File: src/sv/bhpq_pkg.sv
// ============================================================================
// bhpq_pkg: shared types and helpers for the binary heap priority queue
// Sizes, channel words, links between level cells and the order compare.
// ============================================================================
package bhpq_pkg;

  // Store size and derived widths
  localparam int CAPACITY = 64;
  localparam int LVLS     = $clog2(CAPACITY + 1);  // heap levels, one cell each
  localparam int CNT_W    = LVLS;                  // holds 0..CAPACITY
  localparam int OFF_W    = LVLS - 1;              // offset within one level
  localparam int LVL_W    = (LVLS > 1) ? $clog2(LVLS) : 1;
  localparam int ROW      = 1 << OFF_W;            // entries per level cell
  localparam int LAST_LVL = LVLS - 1;
  localparam int ECNT_W   = 7;                     // reported entry count width

  // Opcodes
  localparam logic OP_PUSH = 1'b0;
  localparam logic OP_POP  = 1'b1;

  // Status codes
  localparam logic [1:0] STS_DONE  = 2'd0;
  localparam logic [1:0] STS_FULL  = 2'd1;
  localparam logic [1:0] STS_EMPTY = 2'd2;

  // Input word
  typedef struct packed {
    logic               opcode;
    logic signed [31:0] value;
  } in_t;

  // Result word
  typedef struct packed {
    logic signed [31:0] top_value;
    logic               is_empty;
    logic [ECNT_W-1:0]  entry_count;
    logic [1:0]         status;
  } out_t;

  // Work carried from cell to cell
  typedef enum logic [1:0] {
    TK_UP,
    TK_DN,
    TK_FETCH
  } tok_kind_t;

  typedef struct packed {
    logic               act;
    tok_kind_t          kind;
    logic [OFF_W-1:0]   off;
    logic signed [31:0] cur;
  } tok_t;

  // Entry write into a level cell
  typedef struct packed {
    logic               vld;
    logic [OFF_W-1:0]   off;
    logic signed [31:0] data;
  } wr_t;

  // Token injection from the controller
  typedef struct packed {
    logic [LVL_W-1:0] lvl;
    tok_t             tok;
  } start_t;

  // Cell report back to the controller
  typedef struct packed {
    logic               busy;
    logic               done;
    logic               fvld;
    logic signed [31:0] fdata;
  } rpt_t;

  // Heap position of an array index
  typedef struct packed {
    logic [LVL_W-1:0] lvl;
    logic [OFF_W-1:0] off;
  } pos_t;

  // True when a has to stay below b (mode 0: max first, mode 1: min first)
  function automatic logic loses(input logic signed [31:0] a,
                                 input logic signed [31:0] b,
                                 input logic               mode);
    return mode ? (a > b) : (a < b);
  endfunction

  // Level is the MSB of idx+1, offset is idx+1 with that bit cleared
  function automatic pos_t lvl_of(input logic [CNT_W-1:0] idx);
    logic [CNT_W-1:0] p1;
    logic [CNT_W-1:0] rem;
    pos_t             p;
    p1    = idx + CNT_W'(1);
    p.lvl = '0;
    for (int i = 0; i < CNT_W; i++) begin
      if (p1[i]) p.lvl = LVL_W'(i);
    end
    rem        = p1;
    rem[p.lvl] = 1'b0;
    p.off      = rem[OFF_W-1:0];
    return p;
  endfunction

endpackage

File: src/sv/bhpq_cell.sv
// ============================================================================
// bhpq_cell: one heap level
// Holds its level's entries; with the token it runs a last-entry fetch or one
// sift step: read own entries, compare, write a neighbor level, pass the token.
// ============================================================================
module bhpq_cell (
  input  logic                  clk,
  input  logic                  rst_n,
  input  logic [bhpq_pkg::LVL_W-1:0] lvl_idx,
  input  logic                  mode,
  input  logic [bhpq_pkg::CNT_W-1:0] lim,
  input  bhpq_pkg::start_t      start,
  input  bhpq_pkg::tok_t        tok_from_up,
  input  bhpq_pkg::tok_t        tok_from_dn,
  input  bhpq_pkg::wr_t         wr_from_up,
  input  bhpq_pkg::wr_t         wr_from_dn,
  input  bhpq_pkg::wr_t         wr_ext,
  output bhpq_pkg::tok_t        tok_to_up,
  output bhpq_pkg::tok_t        tok_to_dn,
  output bhpq_pkg::wr_t         wr_to_up,
  output bhpq_pkg::wr_t         wr_to_dn,
  output bhpq_pkg::wr_t         wr_mon,
  output bhpq_pkg::rpt_t        rpt
);

  bhpq_pkg::tok_t tok_r, tok_nxt;
  logic           ph_r, ph_nxt;       // 0: read issued, 1: compare

  logic signed [31:0] mem_r [bhpq_pkg::ROW];
  logic signed [31:0] q_a_r, q_b_r;

  logic [bhpq_pkg::OFF_W-1:0] ra, rb;
  logic [bhpq_pkg::OFF_W:0]   dbl;
  logic [bhpq_pkg::OFF_W-1:0] coff_l;
  logic [bhpq_pkg::OFF_W-1:0] poff;
  logic [bhpq_pkg::CNT_W:0]   lvl_bit, left_idx, right_idx;
  logic                       lv, rv;
  logic signed [31:0]         best;
  logic                       sel_l, sel_r;
  logic [bhpq_pkg::OFF_W-1:0] coff;
  logic                       is_last, is_root;
  bhpq_pkg::wr_t              wr_self, wr_sel;

  // Child and parent addressing
  always_comb begin
    dbl     = {tok_r.off, 1'b0};
    coff_l  = dbl[bhpq_pkg::OFF_W-1:0];
    poff    = tok_r.off >> 1;
    lvl_bit = (bhpq_pkg::CNT_W+1)'(1) << lvl_idx;
    left_idx  = lvl_bit - (bhpq_pkg::CNT_W+1)'(1) + (bhpq_pkg::CNT_W+1)'(coff_l);
    right_idx = left_idx + (bhpq_pkg::CNT_W+1)'(1);
    lv = left_idx  < {1'b0, lim};
    rv = right_idx < {1'b0, lim};
    is_last = (lvl_idx == bhpq_pkg::LVL_W'(bhpq_pkg::LAST_LVL));
    is_root = (lvl_idx == '0);
  end

  // Read address per token kind
  always_comb begin
    case (tok_r.kind)
      bhpq_pkg::TK_DN: ra = coff_l;
      bhpq_pkg::TK_UP: ra = poff;
      default:         ra = tok_r.off;
    endcase
    rb = ra | bhpq_pkg::OFF_W'(1);
  end

  // Compare step
  always_comb begin
    tok_to_up = '0;
    tok_to_dn = '0;
    wr_to_up  = '0;
    wr_to_dn  = '0;
    wr_self   = '0;
    rpt       = '0;
    rpt.busy  = tok_r.act;
    best      = tok_r.cur;
    sel_l     = 1'b0;
    sel_r     = 1'b0;
    coff      = coff_l;
    if (tok_r.act && ph_r) begin
      case (tok_r.kind)
        // sift down: children sit in this level, parent slot one level up
        bhpq_pkg::TK_DN: begin
          if (lv && bhpq_pkg::loses(best, q_a_r, mode)) begin
            best  = q_a_r;
            sel_l = 1'b1;
          end
          if (rv && bhpq_pkg::loses(best, q_b_r, mode)) begin
            best  = q_b_r;
            sel_l = 1'b0;
            sel_r = 1'b1;
          end
          if (sel_r) coff = rb;
          wr_to_up = '{vld: 1'b1, off: tok_r.off, data: best};
          if (!(sel_l || sel_r)) begin
            rpt.done = 1'b1;
          end else if (is_last) begin
            wr_self  = '{vld: 1'b1, off: coff, data: tok_r.cur};
            rpt.done = 1'b1;
          end else begin
            tok_to_dn = '{act: 1'b1, kind: bhpq_pkg::TK_DN, off: coff, cur: tok_r.cur};
          end
        end
        // sift up: parent sits in this level, child slot one level down
        bhpq_pkg::TK_UP: begin
          if (bhpq_pkg::loses(tok_r.cur, q_a_r, mode)) begin
            wr_to_dn = '{vld: 1'b1, off: tok_r.off, data: tok_r.cur};
            rpt.done = 1'b1;
          end else begin
            wr_to_dn = '{vld: 1'b1, off: tok_r.off, data: q_a_r};
            if (is_root) begin
              wr_self  = '{vld: 1'b1, off: '0, data: tok_r.cur};
              rpt.done = 1'b1;
            end else begin
              tok_to_up = '{act: 1'b1, kind: bhpq_pkg::TK_UP, off: poff, cur: tok_r.cur};
            end
          end
        end
        // last-entry fetch for a pop
        bhpq_pkg::TK_FETCH: begin
          rpt.fvld  = 1'b1;
          rpt.fdata = q_a_r;
        end
        default: ;
      endcase
    end
  end

  // Write select: only one source is active in a cycle
  always_comb begin
    if (wr_self.vld)         wr_sel = wr_self;
    else if (wr_from_up.vld) wr_sel = wr_from_up;
    else if (wr_from_dn.vld) wr_sel = wr_from_dn;
    else                     wr_sel = wr_ext;
  end
  assign wr_mon = wr_sel;

  // Token load / step
  always_comb begin
    tok_nxt = tok_r;
    ph_nxt  = ph_r;
    if (start.tok.act && start.lvl == lvl_idx) begin
      tok_nxt = start.tok;
      ph_nxt  = 1'b0;
    end else if (tok_from_up.act) begin
      tok_nxt = tok_from_up;
      ph_nxt  = 1'b0;
    end else if (tok_from_dn.act) begin
      tok_nxt = tok_from_dn;
      ph_nxt  = 1'b0;
    end else if (tok_r.act) begin
      if (ph_r) tok_nxt.act = 1'b0;
      ph_nxt = ~ph_r;
    end
  end

  always_ff @(posedge clk) begin
    if (!rst_n) begin
      tok_r <= '0;
      ph_r  <= 1'b0;
    end else begin
      tok_r <= tok_nxt;
      ph_r  <= ph_nxt;
    end
  end

  // Level storage, registered reads
  always_ff @(posedge clk) begin
    if (wr_sel.vld) mem_r[wr_sel.off] <= wr_sel.data;
    q_a_r <= mem_r[ra];
    q_b_r <= mem_r[rb];
  end

endmodule

File: config.mk
export PLATFORM = sky130hd
export DESIGN_NAME = bhpq_cell
export DESIGN_NICKNAME = d
export VERILOG_FILES = /design/src/sv/bhpq_pkg.sv /design/src/sv/bhpq_cell.sv
export SDC_FILE = /design/constraint.sdc
export NUM_CORES = 2
export LEC_CHECK = 0
export BUFFER_PORTS_ARGS = -buffer_cell sky130_fd_sc_hd__buf_4
export CORE_ASPECT_RATIO = 0.5
export CORE_MARGIN = 4
export CORE_UTILIZATION = 59
export CTS_BUF_LIST = sky130_fd_sc_hd__clkbuf_4 sky130_fd_sc_hd__clkbuf_8
export DETAILED_ROUTE_END_ITERATION = 10
export PLACE_DENSITY = 0.77
export SYNTH_ARGS = -nofsm -noshare
export SYNTH_HDL_FRONTEND = slang
export SYNTH_SLANG_ARGS = --single-unit
File: constraint.sdc
create_clock -name clk -period 17.58 [get_ports clk]
set_input_delay 2.637 -clock clk [delete_from_list [all_inputs] [get_ports clk]]
set_output_delay 2.637 -clock clk [all_outputs]
set_load 0.005 [all_outputs]
==> flow_metrics.py <==
metrics = {
    "power_and_ir_drop": {
        "leakage_nw": 36.5,
        "total_power_mw": 12.5,
        "vdd_drop_max_v": 0.0000612,
        "power_density_nw_per_um2": 114,
    },
    "logic_synthesis": {
        "ys_types": 78,
        "synthesis.area_sq_um": 96800,
        "syn_area_per_cell_sq_um": 16.9,
        "synth_area_leader_cell": "edfxtp_1",
        "syn_inst": 5729,
        "seq_area_frac_synth_pct": 65.7,
        "synth_top_area_share_pct": 63.5,
        "synth_top_flop_cell": "edfxtp_1",
        "synth-edff-count": 2048,
        "synth-async-reset-ratio_pct": 0,
        "synth_area_leaders": "edfxtp_1 (64%), mux4_2 (18%), mux2i_1 (2.5%)",
        "yosysWarnings": 0,
        "ys_ff_latch": 2154,
    },
    "cells_and_area": {
        "n_fill_cell": 10600,
        "drive_gt1_share_pct": 31.4,
        "area_delta_synth_final_pct": 13.6,
        "multi_input_area_sq_um": 32200,
        "seqCellArea_sq_um": 63600,
        "final_net_count": 6638,
        "layoutNonFillerInstCount": 8697,
        "stdcell_area_sq_um": 110000,
    },
    "detailed_routing": {
        "drtPass1Iterations": 7,
        "dr_total_vias": 62900,
        "routed_wl_um": 343000,
        "ant_nets": 0,
        "via_per_inst": 7.24,
        "wire_per_inst_um": 39.4,
        "post-route-drc-count": 0,
        "drt-initial-drc-count": 11900,
    },
    "min_path": {
        "hold_depth": 2,
        "hp-start": "rpt[34]$_SDFF_PN0_",
        "hold_path.class": "reg2reg",
        "min_to": "rpt[34]$_SDFF_PN0_",
    },
    "floorplan": {
        "die_w_um": 581,
        "die-area_sq_um": 171000,
        "start_util_pct": 59.8,
        "pin_count": 490,
        "fp-row-count": 104,
        "fp.coreArea_sq_um": 162000,
        "die_h_um": 294,
    },
    "global_routing": {
        "grt-ovfl-total": 0,
        "grt_pass1_vias": 61100,
        "grt_max_degree": 127,
        "grt_pass1_wl_um": 473000,
        "antenna_found_initial": 27,
        "grtUsageTotal_pct": 39.7,
    },
    "sta": {
        "worst_slew_pin_slew_ns": 1.42,
        "slew_viol_final": 0,
        "fin_crit_ns": 15.60,
        "setup_ws_ns": 1.98,
        "fmax_mhz": 64.1,
        "setup_viol": 0,
        "grt_setup_unrepaired": "no",
        "fin_setup_tns_ns": 0,
        "fin_worst_skew_ns": 0.102,
        "fin_crit_sh_pct": 88.7,
        "hold_viol": 0,
        "maxSlewHeadroom_pct": 4.17,
    },
    "clocking": {
        "postCtsSetupRepairBufs": 0,
        "cts_hold_buffers": 0,
        "clk_latency_ns": 0.95,
        "cts_root_buf": "clkbuf_8",
        "cts_max_level": 5,
        "clkSlewWorstSetupHoldPaths_ns": 0.07,
        "cts_buffers": 302,
        "cts_sinks": 2154,
        "tritoncts": "built",
        "cts_resized": 0,
        "cts.path.max_buffers": 4,
    },
    "placed_design": {
        "dp_hpwl_um": 207000,
        "port_buffers": 485,
        "place_area_sq_um": 104000,
        "gp_congestion": 1.07,
        "place_ws_ns": 2.10,
        "place_inst": 8156,
    },
    "critical_path": {
        "cpMaxStageDelayCell": "mux2i_4",
        "cp.required_ns": 14.94,
        "crit_arrival_ns": 12.96,
        "r2r_slack_ns": 5.27,
        "ff2ff_path_depth": 29,
        "cp_slowest_stage_delay_ns": 0.69,
        "r2r_start": "coff_l[1]$_SDFFE_PN0P_",
        "end_kind": "output pin",
        "crit_path_start_kind": "input port",
        "cp_max_fo": 88,
        "r2r-end": "mem_r[20][18]$_DFFE_PP_",
        "crit_top_cell": "buf_4",
        "worst-setup-path-type": "in2out",
    },
    "outcome": {
        "status": "complete, no violations",
    },
    "job": {
        "cap_viol_max_count": 0,
    },
}
sequential cells by signal (all words and copies together), names as in the netlist:
name	cells
ph_r	1
tok_r	34
rpt	1
q_a_r	32
mem_r	2048
dbl	1
q_b_r	32
coff_l	5
cells by family (layout without fill, tap and decap cells):
group                    count (synthesis)  in the layout  synth area share, %
buffers and inverters                  517           1295                 2.06
XOR/XNOR                                11             11               0.0995
multiplexers                          1008           1008                 20.4
AND/OR/NAND/NOR                       1164           1164                 5.47
other                                    1             18              0.00387
flip-flops                            2154           2154                 65.7
AO/OA/AOI/OAI                          785            785                 5.12
adder cells (fa/ha/maj)                 89             89                 1.16
report_power, final:
group          switching [mW]  internal (mW)
Clock                    1.94           1.95
Sequential              0.126           5.86
Combinational            1.67          0.933
Yosys cell counts, types with 4 or more instances:
library cell / count
nand3_1: 57
nand2_1: 535
xor2_1: 5
a21boi_0: 34
inv_2: 4
nor4_1: 7
nand4_1: 12
xnor2_1: 6
nor2b_1: 98
edfxtp_1: 2048
o211ai_1: 66
a311oi_1: 33
and4_1: 6
or3_1: 7
buf_2: 21
a32oi_1: 5
clkbuf_1: 272
mux2i_1: 237
a211oi_1: 173
a21oi_1: 284
buf_1: 117
inv_1: 96
nor2_1: 276
o21a_1: 10
ha_1: 88
mux4_2: 768
o21ai_0: 135
a21o_1: 6
nor3_1: 7
and2_1: 99
nand3b_1: 34
dfxtp_1: 106
buf_4: 6
and3_1: 5
how the worst max path moves through the flow:
stage                           from          to
after floorplan           lvl_idx[1]   wr_mon[0]
after global placement    lvl_idx[1]  wr_mon[21]
after detailed placement  lvl_idx[1]  wr_mon[21]
after CTS                 lvl_idx[1]  wr_mon[21]
after global routing      lvl_idx[1]  wr_mon[12]
final                     lvl_idx[1]  wr_mon[12]
metal layers:
metal	vias to the layer above	GRT usage (%)	routed length, um
li1	24200	-	-
met1	31900	56.7	123000
met2	5786	54.0	142000
met3	1040	16.6	59800
met4	18	17.1	17900
met5	-	0	133
metrics by stage:
stage	hold slack [ns]	util, %
after CTS	0.551	67.8
after floorplan	0.479	-
after global placement	0.510	64.3
after detailed placement	0.540	64.3
final	0.554	67.9
after global routing	0.586	67.9
cell type report:
type,count,area share [%]
Sequential cell,2154,57.9
Multi-Input combinational cell,3061,29.3
Timing Repair Buffer,674,4.77
Clock buffer,414,4.65
Tap cell,2173,2.47
Clock inverter,107,0.596
Inverter,100,0.341
Antenna cell,14,0.0319
cells in the final DEF, fill, tap and decap left out, types with 97 or more instances in the layout:
cell type | synthesis | routed
clkbuf_8 | 0 | 322
and2_1 | 99 | 99
nor2b_1 | 98 | 98
a211oi_1 | 173 | 173
dfxtp_1 | 106 | 105
mux2i_1 | 237 | 236
nor2_1 | 276 | 214
o21ai_0 | 135 | 97
nand2_1 | 535 | 533
a21oi_1 | 284 | 282
edfxtp_1 | 2048 | 2048
buf_4 | 6 | 659
mux4_2 | 768 | 768
worst max-delay path: cells and delay by family:
kind	cells	cell delay, ns
xor gates and xnor gates	1	0.18
AOI/OAI and AO/OA	12	3.20
and+or+nand+nor	7	2.19
adders and majority gates	5	1.75
buffers and inverters	6	2.17
muxes	1	0.69
Note: power is estimated with default switching activity, not from simulation.
